## src/rtl/hrc_pkg.sv

```systemverilog
// shared constants, types and direction tables for the hex ring coordinate converter
`default_nettype none

package hrc_pkg;

	localparam int MAX_RING       = 15;
	localparam int RING_FIELD_MAX = 15;

	localparam int RING_W     = 4;
	localparam int POS_W      = 7;
	localparam int LAT_W      = 5;
	localparam int DATA_W     = 24;
	localparam int RING_CMP_W = 7;
	// signed width of the lattice-to-ring intermediates
	localparam int AB_W       = 7;
	localparam int POS_CALC_W = 10;

	localparam int RING_LSB = 0;
	localparam int POS_LSB  = RING_LSB + RING_W;
	localparam int X_LSB    = POS_LSB + POS_W;
	localparam int Y_LSB    = X_LSB + LAT_W;
	localparam int FIELDS_W = Y_LSB + LAT_W;

	typedef enum logic {
		ACT_TO_LATTICE = 1'b0,
		ACT_TO_RING    = 1'b1
	} action_t;

	typedef logic [2:0]        sext_t;
	typedef logic signed [1:0] dir_t;

	localparam sext_t SEXT_0 = 3'd0;
	localparam sext_t SEXT_1 = 3'd1;
	localparam sext_t SEXT_2 = 3'd2;
	localparam sext_t SEXT_3 = 3'd3;
	localparam sext_t SEXT_4 = 3'd4;
	localparam sext_t SEXT_5 = 3'd5;

	// unit directions in corner order
	localparam dir_t DIR_X [6] = '{2'sd0, 2'sd1, 2'sd1, 2'sd0, -2'sd1, -2'sd1};
	localparam dir_t DIR_Y [6] = '{2'sd1, 2'sd1, 2'sd0, -2'sd1, -2'sd1, 2'sd0};
	// direction two steps on from each corner
	localparam sext_t SIDE_DIR [6] = '{SEXT_2, SEXT_3, SEXT_4, SEXT_5, SEXT_0, SEXT_1};

	function automatic logic signed [AB_W-1:0] scale_dir(logic signed [AB_W-1:0] v, dir_t d);
		if (d == 2'sd1) begin
			return v;
		end else if (d == -2'sd1) begin
			return -v;
		end else begin
			return '0;
		end
	endfunction

	function automatic sext_t pick_sextant(logic signed [LAT_W-1:0] x, logic signed [LAT_W-1:0] y);
		if (x >= 0) begin
			if (y > 0) begin
				return (x < y) ? SEXT_0 : SEXT_1;
			end
			return SEXT_2;
		end
		if (y >= 0) begin
			return SEXT_5;
		end
		return (x > y) ? SEXT_3 : SEXT_4;
	endfunction

endpackage

`default_nettype wire

```

## src/rtl/hex_ring_coordinate_converter_top.sv

```systemverilog
// top level: three-stage pipelined hex ring / lattice coordinate converter
//
// input channel s_*: s_tuser selects the conversion (0 ring/position to lattice,
// 1 lattice to ring/position), s_tdata carries ring, position, lattice x and y.
// output channel m_*: m_tdata carries ring, position, lattice x and y of the
// result, m_tuser is the error flag; on error every data field is zero.
// one result item per input item, in order.
// an accepted item passes through three register stages (decode, corner compare,
// lattice assembly), the accepting one included, before it shows on m_tvalid.
// throughput: one item per cycle while m_tready stays high; each stage holds one item and a stage
// loads whenever it is empty or its successor moves on.
// when the receiver drops m_tready the pipeline fills up behind the output
// register and s_tready goes low only once all three stages hold an item.
// reset clears the stage valid bits only; the pipeline comes up empty.
`default_nettype none

module hex_ring_coordinate_converter_top
	import hrc_pkg::*;
(
	input  wire logic              clk,
	input  wire logic              arst_n,
	input  wire logic              s_tvalid,
	output logic                   s_tready,
	// ring_in[3:0], position_in[10:4], lattice_x_in[15:11], lattice_y_in[20:16]
	input  wire logic [DATA_W-1:0] s_tdata,
	// action
	input  wire logic              s_tuser,
	output logic                   m_tvalid,
	input  wire logic              m_tready,
	// ring_out[3:0], position_out[10:4], lattice_x_out[15:11], lattice_y_out[20:16]
	output logic [DATA_W-1:0]      m_tdata,
	// error
	output logic                   m_tuser
);

	logic rdy1, rdy2, rdy3;
	logic v_s1, v_s2, v_s3;

	assign rdy3     = !v_s3 || m_tready;
	assign rdy2     = !v_s2 || rdy3;
	assign rdy1     = !v_s1 || rdy2;
	assign s_tready = rdy1;
	assign m_tvalid = v_s3;

	// stage 1: decode, range checks, sextant and projections

	logic [RING_W-1:0]            r_in;
	logic [POS_W-1:0]             p_in;
	logic signed [LAT_W-1:0]      x_in, y_in;
	logic [POS_W-1:0]             six_r;
	logic                         origin_in, err0_in;
	sext_t                        sext_in, sd_in;
	logic signed [AB_W-1:0]       xe, ye, det_a, det_b, a_in, b_in;

	assign r_in = s_tdata[POS_LSB-1:RING_LSB];
	assign p_in = s_tdata[X_LSB-1:POS_LSB];
	assign x_in = s_tdata[Y_LSB-1:X_LSB];
	assign y_in = s_tdata[FIELDS_W-1:Y_LSB];
	assign xe   = {{(AB_W-LAT_W){x_in[LAT_W-1]}}, x_in};
	assign ye   = {{(AB_W-LAT_W){y_in[LAT_W-1]}}, y_in};

	always_comb begin
		six_r     = ({3'b000, r_in} << 2) + ({3'b000, r_in} << 1);
		origin_in = (r_in == '0) && (p_in == '0);
		err0_in   = (r_in == '0) || (p_in >= six_r)
			|| ({3'b000, r_in} > RING_CMP_W'(MAX_RING))
			|| ({3'b000, r_in} > RING_CMP_W'(RING_FIELD_MAX));
		sext_in   = pick_sextant(x_in, y_in);
		sd_in     = SIDE_DIR[sext_in];
		// determinants are always plus or minus one
		det_a = scale_dir(AB_W'(DIR_Y[sext_in]), DIR_X[sd_in])
			- scale_dir(AB_W'(DIR_X[sext_in]), DIR_Y[sd_in]);
		det_b = scale_dir(AB_W'(DIR_Y[sd_in]), DIR_X[sext_in])
			- scale_dir(AB_W'(DIR_X[sd_in]), DIR_Y[sext_in]);
		a_in = scale_dir(scale_dir(ye, DIR_X[sd_in]) - scale_dir(xe, DIR_Y[sd_in]),
			dir_t'(det_a[1:0]));
		b_in = scale_dir(scale_dir(ye, DIR_X[sext_in]) - scale_dir(xe, DIR_Y[sext_in]),
			dir_t'(det_b[1:0]));
	end

	action_t                act_s1;
	logic [RING_W-1:0]      r_s1;
	logic [POS_W-1:0]       p_s1;
	logic                   origin_s1, err0_s1;
	sext_t                  sext_s1;
	logic signed [AB_W-1:0] a_s1, b_s1;

	always_ff @(posedge clk or negedge arst_n) begin
		if (!arst_n) begin
			v_s1 <= 1'b0;
		end else if (rdy1) begin
			v_s1 <= s_tvalid;
		end
	end

	always_ff @(posedge clk) begin
		if (rdy1 && s_tvalid) begin
			act_s1    <= action_t'(s_tuser);
			r_s1      <= r_in;
			p_s1      <= p_in;
			origin_s1 <= origin_in;
			err0_s1   <= err0_in;
			sext_s1   <= sext_in;
			a_s1      <= a_in;
			b_s1      <= b_in;
		end
	end

	// stage 2: corner by compare against ring multiples, position from projections

	sext_t                        corner;
	logic [POS_W-1:0]             mult, base;
	logic [RING_W-1:0]            offset;
	logic signed [POS_CALC_W-1:0] a_ext, b_ext, pos, six_a;
	logic                         err1;

	always_comb begin
		corner = SEXT_0;
		base   = '0;
		mult   = '0;
		for (int k = 1; k < 6; k++) begin
			mult = POS_W'(k) * {3'b000, r_s1};
			if (p_s1 >= mult) begin
				corner = sext_t'(k);
				base   = mult;
			end
		end
		offset = RING_W'(p_s1 - base);

		a_ext = {{(POS_CALC_W-AB_W){a_s1[AB_W-1]}}, a_s1};
		b_ext = {{(POS_CALC_W-AB_W){b_s1[AB_W-1]}}, b_s1};
		pos   = $signed({{(POS_CALC_W-3){1'b0}}, sext_s1}) * a_ext + b_ext;
		six_a = (a_ext <<< 2) + (a_ext <<< 1);
		err1  = (a_s1 < 0)
			|| (a_s1 > AB_W'(MAX_RING)) || (a_s1 > AB_W'(RING_FIELD_MAX))
			|| (pos < 0)
			|| ((a_s1 == '0) && (pos != '0))
			|| ((a_s1 > 0) && (pos >= six_a));
	end

	action_t           act_s2;
	logic [RING_W-1:0] r_s2, offset_s2, ring_res_s2;
	logic [POS_W-1:0]  pos_res_s2;
	sext_t             corner_s2;
	logic              origin_s2, err_s2;

	always_ff @(posedge clk or negedge arst_n) begin
		if (!arst_n) begin
			v_s2 <= 1'b0;
		end else if (rdy2) begin
			v_s2 <= v_s1;
		end
	end

	always_ff @(posedge clk) begin
		if (rdy2 && v_s1) begin
			act_s2      <= act_s1;
			r_s2        <= r_s1;
			offset_s2   <= offset;
			corner_s2   <= corner;
			origin_s2   <= (act_s1 == ACT_TO_LATTICE) && origin_s1;
			err_s2      <= (act_s1 == ACT_TO_LATTICE) ? (err0_s1 && !origin_s1) : err1;
			ring_res_s2 <= a_s1[RING_W-1:0];
			pos_res_s2  <= pos[POS_W-1:0];
		end
	end

	// stage 3: lattice point from corner direction and side direction

	sext_t                  side;
	logic signed [AB_W-1:0] r_ext, m_ext, lat_x, lat_y;
	logic [DATA_W-1:0]      data_nx;

	always_comb begin
		side  = SIDE_DIR[corner_s2];
		r_ext = AB_W'({3'b000, r_s2});
		m_ext = AB_W'({3'b000, offset_s2});
		lat_x = scale_dir(r_ext, DIR_X[corner_s2]) + scale_dir(m_ext, DIR_X[side]);
		lat_y = scale_dir(r_ext, DIR_Y[corner_s2]) + scale_dir(m_ext, DIR_Y[side]);
		data_nx = '0;
		if (err_s2 || origin_s2) begin
			data_nx = '0;
		end else if (act_s2 == ACT_TO_LATTICE) begin
			data_nx[Y_LSB-1:X_LSB]    = lat_x[LAT_W-1:0];
			data_nx[FIELDS_W-1:Y_LSB] = lat_y[LAT_W-1:0];
		end else begin
			data_nx[POS_LSB-1:RING_LSB] = ring_res_s2;
			data_nx[X_LSB-1:POS_LSB]    = pos_res_s2;
		end
	end

	always_ff @(posedge clk or negedge arst_n) begin
		if (!arst_n) begin
			v_s3 <= 1'b0;
		end else if (rdy3) begin
			v_s3 <= v_s2;
		end
	end

	always_ff @(posedge clk) begin
		if (rdy3 && v_s2) begin
			m_tdata <= data_nx;
			m_tuser <= err_s2;
		end
	end

endmodule

`default_nettype wire

```

## config.mk

```make
export PLATFORM = sky130hd
export DESIGN_NAME = hex_ring_coordinate_converter_top
export DESIGN_NICKNAME = d
export VERILOG_FILES = /design/src/rtl/hrc_pkg.sv /design/src/rtl/hex_ring_coordinate_converter_top.sv
export SDC_FILE = /design/constraint.sdc
export NUM_CORES = 1
export LEC_CHECK = 0
export BUFFER_PORTS_ARGS = -buffer_cell sky130_fd_sc_hd__buf_2
export CAP_MARGIN = 20
export CORE_UTILIZATION = 55
export DETAILED_ROUTE_END_ITERATION = 16
export PLACE_DENSITY = 0.8
export SETUP_SLACK_MARGIN = 0.5
export SYNTH_ARGS = -nofsm -noshare
export SYNTH_HDL_FRONTEND = slang
export SYNTH_SLANG_ARGS = --single-unit
```

## constraint.sdc

```tcl
create_clock -name clk -period 8.6 [get_ports clk]
set_input_delay 0.43 -clock clk [delete_from_list [all_inputs] [get_ports clk]]
set_output_delay 0.43 -clock clk [all_outputs]
set_load 0.005 [all_outputs]
```

==> flow_summary.rst, run 1 <==
.. list-table::
   :header-rows: 1

   * - Metric
     - Value
   * - Status
     - completed
   * - Most instantiated cells after synthesis
     - sky130_fd_sc_hd__ha_1 (131), sky130_fd_sc_hd__inv_1 (96), sky130_fd_sc_hd__edfxtp_1 (78)
   * - Final setup violation count
     - 0
   * - Number of remaining DRC errors
     - 0
   * - Prevailing post-synth register cell
     - sky130_fd_sc_hd__edfxtp_1
   * - Post-DRT Antenna Nets
     - 0
   * - Y dimension of the die
     - roughly 120 um
   * - Post-cts gate resize count
     - 0
   * - Number of detailed-routing iterations run before antenna repair
     - 5
   * - Count of buffering cells on the critical path with inverters included
     - 3
   * - Synthesis-to-layout area growth
     - 9.108%
   * - Antenna Cells
     - 0
   * - Startpoint kind of the worst setup timing path
     - primary input
   * - Number of post-CTS setup repair buffers
     - 0
   * - Overall Global Routing Usage
     - 0.2236
   * - Initial antenna violation count
     - 0
   * - Count of flip-flops with a built-in enable after synthesis
     - between 70 and 80
   * - Synth Cell Area
     - about 8100 um2
   * - Register clock-pin slew on the reported worst setup and hold paths
     - around 0.060 ns
   * - Areal power density over the cells
     - 250.6 nW/um2
   * - Syn avg cell area
     - 9.493 um2
   * - Largest clock skew in the final design
     - between 0.007 and 0.008 ns
   * - WL/cell
     - 14.59 um
   * - Floorplan row count
     - between 40 and 50
   * - Area of all placed cells without fillers
     - 8783 um2
   * - Number of global-route vias before repair
     - between 5000 and 6000
   * - Number of buffers created by CTS
     - 9
   * - Detailed-route wire length
     - 15.81 mm
   * - Number of buffers inserted by hold repair at cts
     - 1
   * - CP Data Arrival Time
     - a little over 6 ns
   * - Cell with the largest stage delay on the worst path
     - sky130_fd_sc_hd__o32ai_1
   * - Count of final max-slew check failures
     - 0
   * - Area of the die
     - between 15000 and 20000 um2
   * - Nets@finish
     - roughly 1100
   * - Post-DP Area
     - 8474 um2
   * - Pin count of the biggest net entering global routing
     - 32
   * - Final count of hold timing violations
     - 0
   * - Width of the die
     - 123.0 um
   * - Top cells by area in the synthesized netlist
     - sky130_fd_sc_hd__edfxtp_1 (29%), sky130_fd_sc_hd__ha_1 (20%), sky130_fd_sc_hd__fa_1 (5.7%), sky130_fd_sc_hd__inv_1 (4.5%), sky130_fd_sc_hd__a21oi_1 (3.9%)
   * - Most frequent cell on the critical path
     - sky130_fd_sc_hd__ha_1
   * - Cells after synthesis
     - around 850
   * - Peak Freq
     - ~170 MHz
   * - Ys Warns
     - 0
   * - Leakage power
     - between 4 and 5 nW
   * - DRC marker count from the first detailed-route iteration
     - ~380
   * - Endpoint type of the worst setup path
     - flop
   * - CP Cell Sequence
     - buf_2, inv_1, ha_1, nor3b_1, ha_1, nand2b_1, nand2_1, o32ai_1, inv_1, ha_1, a21boi_0, ha_1, nor2b_1, a22oi_1, ha_1, nor2_1, a21oi_1, xor2_1, or2_2, nor2_1, or4_1, a21oi_1
   * - Unrepaired setup endpoints after global routing
     - false
   * - Kind of cell adding the most delay to the critical path
     - simple AND/OR/NAND/NOR gates
   * - Clock root buffer master
     - sky130_fd_sc_hd__clkbuf_16
   * - Share of the cycle needed by the critical path after routing
     - 0.6944
   * - Final Critical Period
     - 5.972 ns
   * - Flop and latch count out of synthesis
     - between 80 and 90
   * - Core area
     - 14100 um2
   * - Starting density of the core
     - 0.5711
   * - Wire length of the first global-routing pass
     - between 20 and 30 mm
   * - Clock Sink Count
     - between 80 and 90
   * - Clock tree buffer depth
     - 2
   * - Setup TNS Final
     - 0 ns
   * - Congestion Overflow GR
     - 0
   * - Cell taking the most area after synthesis
     - sky130_fd_sc_hd__edfxtp_1
   * - Share of the yosys chip area belonging to registers
     - 0.3003
   * - Share of synthesized flip-flops with an asynchronous set or reset
     - 0.03704
   * - Total I/O pin count
     - 56
   * - Distinct cell type count after synthesis
     - 70
   * - Number of buffer cells added on primary ports
     - ~50
   * - Transition at the pin with the smallest max-transition slack
     - 1.040 ns
   * - Req. time, crit path
     - ~8.8 ns
   * - Vias per cell
     - between 5 and 6
   * - Type of the tightest min-delay check
     - in -> reg
   * - Clock latency at the later pin of the worst-skew pair
     - about 0.34 ns
   * - Number of levels the H-tree was split into
     - 3
   * - Overall via count from detail_route
     - roughly 6200
   * - Max Cap Viol
     - 0
   * - Portion of synthesized cell area occupied by the leading cell type
     - 0.2910
   * - CTS tree
     - built
   * - Worst setup path class
     - in -> reg
   * - Share of post-route cells with drive strength above 1
     - 0.08407
   * - DPL Wire Length
     - between 10 and 15 mm
   * - Largest stage delay on the critical path
     - between 0.5 and 0.6 ns
   * - Top fanout value on the critical path
     - 10
   * - Worst voltage drop across the vdd grid
     - roughly 0.15 mV
   * - Last weighted congestion value of the routability-driven placer
     - about 0.92
   * - Most frequent cell after synthesis
     - sky130_fd_sc_hd__ha_1
   * - Worst slew margin relative to its limit
     - 0.2889
==> routing by layer <==
layer	wire, um	share of wire	global-route usage
met1	7078	0.45	0.2771
met2	7761	0.49	0.3940
met3	620	0.039	0.03229
met4	351	0.022	0.08283
met5	0	0	0
==> state kept, by name (all words and copies together), names as in the netlist, 4 cells and up <==
register     count
pos_res_s2       7
p_s1             7
r_s2             4
r_s1             4
a_s1             7
ring_res_s2      4
b_s1             7
offset_s2        4
m_tdata         21
==> cells in the final DEF, fill, tap and decap left out, types with 18 or more instances in the layout <==
master                     synthesis  final
sky130_fd_sc_hd__ha_1            131    131
sky130_fd_sc_hd__inv_1            96     96
sky130_fd_sc_hd__edfxtp_1         78     78
sky130_fd_sc_hd__a21oi_1          63     63
sky130_fd_sc_hd__nand2_1          55     55
sky130_fd_sc_hd__buf_2             4     49
sky130_fd_sc_hd__nor2_1           48     48
sky130_fd_sc_hd__and2_1           43     43
sky130_fd_sc_hd__o21ai_0          31     31
sky130_fd_sc_hd__xnor2_1          28     28
sky130_fd_sc_hd__fa_1             23     23
sky130_fd_sc_hd__a21o_1           22     22
sky130_fd_sc_hd__nand2b_1         18     18
==> path summary, 6_finish.rpt <==
check	cells after the start	start	endpoint	slack, ns
worst max-delay path	22	s_tdata[11]	a_s1[5]$_DFFE_PP_	2.63
worst min-delay path	2	s_tvalid	v_s1$_DFFE_PN0N_	0.28
worst max register to register	20	a_s1[2]$_DFFE_PP_	err_s2$_DFFE_PP_	3.51
worst min register to register	1	v_s1$_DFFE_PN0N_	v_s2$_DFFE_PN0P_	0.49
max in group asynchronous	2	arst_n	v_s1$_DFFE_PN0N_	8.08
min in group asynchronous	2	arst_n	m_tvalid$_DFFE_PN0P_	0.41
==> kinds of logic after synthesis <==
| group | after synthesis | share of synthesized area |
|---|---|---|
| mux | 3 | 0.003730 |
| simple gates | 250 | 0.1657 |
| compound gates | 203 | 0.1663 |
| other cells | 1 | 0.0004658 |
| buf+inv | 111 | 0.05378 |
| fa+ha+maj | 154 | 0.2608 |
| flops | 81 | 0.3003 |
| xor+xnor | 45 | 0.04896 |
==> report_power, final <==
group	total [W]	internal, W	switching (W)
Sequential	0.000595	0.000541	0.0000548
Clock	0.000384	0.000233	0.000150
Combinational	0.00122	0.000527	0.000694
Total	0.00220	0.00130	0.000899
==> cell type report <==
| class | count | area, um2 |
|---|---|---|
| Clock inverter | 4 | 52.55 |
| Fill cell | 1180 | 5313 |
| Tap cell | 180 | 225.2 |
| Clock buffer | 12 | 246.5 |
| Sequential cell | 81 | 2417 |
| Timing Repair Buffer | 52 | 270.3 |
| Inverter | 97 | 364.1 |
| Multi-Input combinational cell | 658 | 5207 |
==> through the flow <==
stage | setup WS (ns) | std cells | total power [W] | hold slack, ns | utilization
floorplan | 3.389 | 850 | 0.001523 | 0.1344 | -
global placement | 2.546 | 1067 | 0.001737 | 0.2292 | 0.6012
detailed placement | 2.416 | 1067 | 0.001794 | 0.2312 | 0.6012
CTS | 2.715 | 1084 | 0.002203 | 0.2804 | 0.6231
global route | 2.162 | 1084 | 0.002381 | 0.2819 | 0.6231
finish | 2.628 | 1084 | 0.002201 | 0.2839 | 0.6231
Note: power is estimated with default switching activity, not from simulation.
==> inputs of run 2 (changes only) <==
ABC_AREA = 1   (was default)
PLACE_DENSITY = 0.83   (was 0.8)
clock period = 5.3 ns   (was 8.6 ns; I/O delays follow)
==> run 2 against run 1 <==
Effect of this change:
- register-to-register slack got worse by 2.9 ns
- first-iteration DRC count increased by 11%
- global-route usage increased by 0.95 points
- utilization increased by 0.90 points
- cell count increased by 14%
- sequential power increased by 78%
- via count increased by 6.0%
- critical endpoint is now err_s2$_DFFE_PP_
- largest cell class unchanged
- largest power group unchanged
==> flow_summary.rst, run 2 <==
.. list-table::
   :header-rows: 1

   * - Metric
     - Value
   * - Clock root buffer master
     - sky130_fd_sc_hd__clkbuf_16
   * - Share of synthesized flip-flops with an asynchronous set or reset
     - 0.03704 (unchanged)
   * - Combinational power share
     - 0.638 (+0.083)
   * - Worst reg2reg startpoint
     - a_s1[3]$_DFFE_PP_
   * - Startpoint kind of the worst setup timing path
     - flop
   * - Kind of cell adding the most delay to the critical path
     - adder cells
   * - Worst voltage drop across the vdd grid
     - 0.2786 mV (+90%)
   * - Portion of synthesized cell area occupied by the leading cell type
     - 0.2887 (-0.002288)
   * - CTS tree
     - built
   * - Highest-count cells in the layout ignoring fill and taps
     - sky130_fd_sc_hd__inv_1 (204), sky130_fd_sc_hd__nand2_1 (157), sky130_fd_sc_hd__ha_1 (125)
   * - Vias per cell
     - 5.362 (-6.9%)
   * - Unrepaired setup endpoints after global routing
     - false
   * - Total I/O pin count
     - 56 (unchanged)
   * - Max Cap Viol
     - 0 (unchanged)
   * - Clock tree buffer depth
     - 2 (unchanged)
   * - Synthesis-to-layout area growth
     - 12.80%
   * - Number of levels the H-tree was split into
     - 3 (unchanged)
   * - Flop and latch count out of synthesis
     - 81 (unchanged)
   * - Cell with the largest stage delay on the worst path
     - sky130_fd_sc_hd__fa_1
   * - Cells after synthesis
     - 972 (+15%)
   * - Share of post-route cells with drive strength above 1
     - 0.1304 (+0.04628)
   * - Final count of hold timing violations
     - 0 (unchanged)
   * - Largest clock skew in the final design
     - 0.008749 ns (+0.001516 ns)
   * - Most frequent cell after synthesis
     - sky130_fd_sc_hd__inv_1
   * - Number of detailed-routing iterations run before antenna repair
     - 5 (unchanged)
   * - Top fanout value on the critical path
     - 6 (-4)
   * - Overall Global Routing Usage
     - 0.2331 (+0.009492)
   * - Detailed-route wire length
     - 16.92 mm (+7.0%)
   * - Number of cells on the worst reg-to-reg path
     - 25 (+25%)
   * - Distinct cell type count after synthesis
     - 49 (-30%)
   * - Fill cells
     - 1168 (-1.0%)
   * - Count of final max-slew check failures
     - 0 (unchanged)
   * - Y dimension of the die
     - 123.5 um (+0.39%)
   * - Leakage power
     - 4.708 nW (+16%)
   * - Cell taking the most area after synthesis
     - sky130_fd_sc_hd__edfxtp_1
   * - Share of the yosys chip area belonging to registers
     - 0.2979 (-0.002361)
   * - Ys Warns
     - 0 (unchanged)
   * - Syn avg cell area
     - 8.348 um2 (-12%)
   * - Final core utilization
     - 0.6321 (+0.009015)
   * - Worst-case hold path end point
     - p_s1[2]$_DFFE_PP_
   * - Overall via count from detail_route
     - 6622 (+6.0%)
   * - DPL Wire Length
     - 12.83 mm (+1.1%)
   * - Internal Pwr Total
     - 0.002625 W (+100%)
   * - Number of cells on the worst hold path
     - 1 (-1)
   * - Most instantiated cells after synthesis
     - sky130_fd_sc_hd__inv_1 (205), sky130_fd_sc_hd__nand2_1 (160), sky130_fd_sc_hd__ha_1 (131)
   * - Final setup violation count
     - 0 (unchanged)
   * - Net switching power figure
     - 0.002184 W (+140%)
   * - Switching part of the total power
     - 0.4542 (+0.04553)
   * - Status
     - completed
   * - Clock latency at the later pin of the worst-skew pair
     - 0.35 ns (about the same)
   * - Transition at the pin with the smallest max-transition slack
     - 0.8813 ns (-0.1585 ns)
   * - Areal power density over the cells
     - 525.4 nW/um2 (+110%)
   * - Hold wc startpoint
     - s_tdata[6]
   * - Synth Cell Area
     - 8114 um2 (+0.79%)
   * - Count of flip-flops with a built-in enable after synthesis
     - 78 (unchanged)
   * - Largest stage delay on the critical path
     - 0.54 ns (about the same)
   * - Number of remaining DRC errors
     - 0 (unchanged)
   * - WL/cell
     - 13.70 um (-6.1%)
   * - Setup TNS Final
     - 0 ns (unchanged)
   * - Pin count of the biggest net entering global routing
     - 32 (unchanged)
   * - Number of buffer cells added on primary ports
     - 49 (unchanged)
   * - Most common cell after layout, fill and taps aside
     - sky130_fd_sc_hd__inv_1
   * - Last weighted congestion value of the routability-driven placer
     - 0.9402 (+2.6%)
   * - Number of buffers created by CTS
     - 9 (unchanged)
   * - Count of buffering cells on the critical path with inverters included
     - 4 (+1)
   * - Core area
     - 14480 um2 (+2.7%)
   * - Peak Freq
     - 214.6 MHz
   * - DRC marker count from the first detailed-route iteration
     - 424 (+11%)
   * - Number of global-route vias before repair
     - 6409 (+7.6%)
   * - Floorplan row count
     - 44 (+2.3%)
   * - Post-DRT Antenna Nets
     - 0 (unchanged)
   * - Part of the total power dissipated in the clock network
     - 0.142 (-0.032)
   * - Sequential Power Share
     - 0.220 (-0.051)
   * - Req. time, crit path
     - 5.42 ns (-3.37 ns)
   * - Final Critical Period
     - between 4 and 5 ns
   * - Top cells by area in the synthesized netlist
     - sky130_fd_sc_hd__edfxtp_1 (29%), sky130_fd_sc_hd__ha_1 (20%), sky130_fd_sc_hd__inv_1 (9.5%), sky130_fd_sc_hd__nand2_1 (7.4%), sky130_fd_sc_hd__fa_1 (5.7%)
   * - Type of the tightest min-delay check
     - in -> reg
   * - Sequential cell area
     - 2417 um2 (unchanged)
   * - Register clock-pin slew on the reported worst setup and hold paths
     - 0.06 ns (about the same)
   * - Starting density of the core
     - 0.5604 (-0.01069)
   * - Antenna Cells
     - 0 (unchanged)
   * - CP Data Arrival Time
     - 4.78 ns (-1.38 ns)
   * - Max FFs per register
     - 21 (unchanged)
   * - R2r setup slk
     - 0.64 ns (-2.87 ns)
   * - Area of the die
     - 15240 um2 (+0.78%)
   * - Prevailing post-synth register cell
     - sky130_fd_sc_hd__edfxtp_1
   * - Wire length of the first global-routing pass
     - 27.88 mm (+4.6%)
   * - Multi-input gate area in the final layout
     - 4991 um2 (-4.2%)
   * - R2r endpoint
     - err_s2$_DFFE_PP_
   * - Biggest register
     - m_tdata
   * - Worst setup path class
     - reg -> reg
   * - Endpoint type of the worst setup path
     - flop
   * - Congestion Overflow GR
     - 0 (unchanged)
   * - Share of the cycle needed by the critical path after routing
     - 0.8794
   * - Worst slew margin relative to its limit
     - 0.4118 (+0.1230)
   * - Width of the die
     - 123.5 um (+0.39%)
   * - Clock Sink Count
     - 81 (unchanged)
   * - Initial antenna violation count
     - 0 (unchanged)
   * - Nets@finish
     - 1229 (+14%)
## run 2: cell count changes after synthesis, sizes merged, moves of 12 or more
cell    delta
nor2b     -13
xor2      +12
nand2    +117
a21o      -19
o22ai     +16
nand3     +33
and2      -43
nor2      +25
nand2b    -18
inv      +110
xnor2     -12
## run 2: final cells by class
type | count | area share
multi-input combinational | 680 | 0.5453
clock buffer | 9 | 0.02461
clock inverter | 7 | 0.01107
inverter | 208 | 0.08571
sequential | 81 | 0.2641
timing repair buffer | 66 | 0.04402
tap | 184 | 0.02515
## run 2: kinds of logic after synthesis
logic type               after synthesis  synth area share
adder cells (fa/ha/maj)              154            0.2588
other                                  1         0.0004622
AND/OR/NAND/NOR                      327            0.1855
buffers and inverters                213            0.1008
AO/OA/AOI/OAI                        150            0.1052
flip-flops                            81            0.2979
XOR/XNOR                              46           0.05135
## run 2: worst register-to-register path, cell delays in order, from the launching register on
cell,delay (ns)
sky130_fd_sc_hd__edfxtp_1,0.51
sky130_fd_sc_hd__nand2_1,0.14
sky130_fd_sc_hd__inv_1,0.08
sky130_fd_sc_hd__ha_4,0.25
sky130_fd_sc_hd__fa_1,0.54
sky130_fd_sc_hd__inv_1,0.05
sky130_fd_sc_hd__fa_1,0.50
sky130_fd_sc_hd__inv_1,0.07
sky130_fd_sc_hd__ha_4,0.26
sky130_fd_sc_hd__a21oi_2,0.16
sky130_fd_sc_hd__nand2_2,0.11
sky130_fd_sc_hd__a21oi_2,0.14
sky130_fd_sc_hd__o21bai_1,0.10
sky130_fd_sc_hd__xor2_1,0.28
sky130_fd_sc_hd__inv_1,0.13
sky130_fd_sc_hd__ha_4,0.26
sky130_fd_sc_hd__nand2_2,0.07
sky130_fd_sc_hd__nor2_1,0.05
sky130_fd_sc_hd__nand2_1,0.06
sky130_fd_sc_hd__o211ai_1,0.07
sky130_fd_sc_hd__o21ai_0,0.14
sky130_fd_sc_hd__o221ai_1,0.13
sky130_fd_sc_hd__nand3_1,0.09
sky130_fd_sc_hd__nand4_1,0.12
sky130_fd_sc_hd__nand2_1,0.08
sky130_fd_sc_hd__nand2_1,0.04
## run 2: worst max-delay path by stage
stage | startpoint | end | slack (ns) | cells past startpoint
finish | a_s1[3]$_DFFE_PP_ | err_s2$_DFFE_PP_ | 0.64 | 25
global route | sext_s1[1]$_DFFE_PP_ | err_s2$_DFFE_PP_ | 0.38 | 26
CTS | a_s1[2]$_DFFE_PP_ | err_s2$_DFFE_PP_ | 0.56 | 24
detailed placement | s_tdata[20] | a_s1[6]$_DFFE_PP_ | 0.33 | 28
global placement | s_tdata[20] | a_s1[6]$_DFFE_PP_ | 0.42 | 28
floorplan | s_tdata[20] | a_s1[6]$_DFFE_PP_ | 0.95 | 27
## run 2: per-layer routing
metal,routed length (um),vias to the layer above,part of all wire,GRT usage
li1,-,3339,-,-
met1,7327,3047,0.43,0.2799
met2,8423,190,0.50,0.4134
met3,652,46,0.039,0.03321
met4,515,0,0.030,0.1009
met5,0,-,0,0
## run 2: power by group through the flow
stage	combinational, W	sequential [W]	clock, W
4_1_cts	0.00269	0.00107	0.000690
2_1_floorplan	0.00208	0.00105	0
5_1_grt	0.00347	0.00108	0.000719
3_5_place_dp	0.00265	0.00108	0
6_report	0.00307	0.00106	0.000682
3_3_place_gp	0.00254	0.00107	0
## run 2: through the flow
stage / cells / area, um2 / worst slack, ns / hold WS (ns) / total power [W]
after floorplan: 974 / 8122 / 0.9454 / -0.03059 / 0.003130
after global placement: 1202 / 8563 / 0.4248 / 0.06370 / 0.003611
after detailed placement: 1202 / 8563 / 0.3252 / 0.06434 / 0.003736
after CTS: 1219 / 8900 / 0.5600 / 0.1211 / 0.004454
after global routing: 1235 / 9153 / 0.3843 / 0.1253 / 0.005268
final: 1235 / 9153 / 0.6394 / 0.1274 / 0.004809
## run 2: timing repair
action / in CTS / in global routing
buffers inserted: 0 / 14
endpoints found under the setup margin: 0 / 3
endpoints found under the hold margin: 3 / 0
hold buffers: 1 / 0
resized for setup: 0 / 23
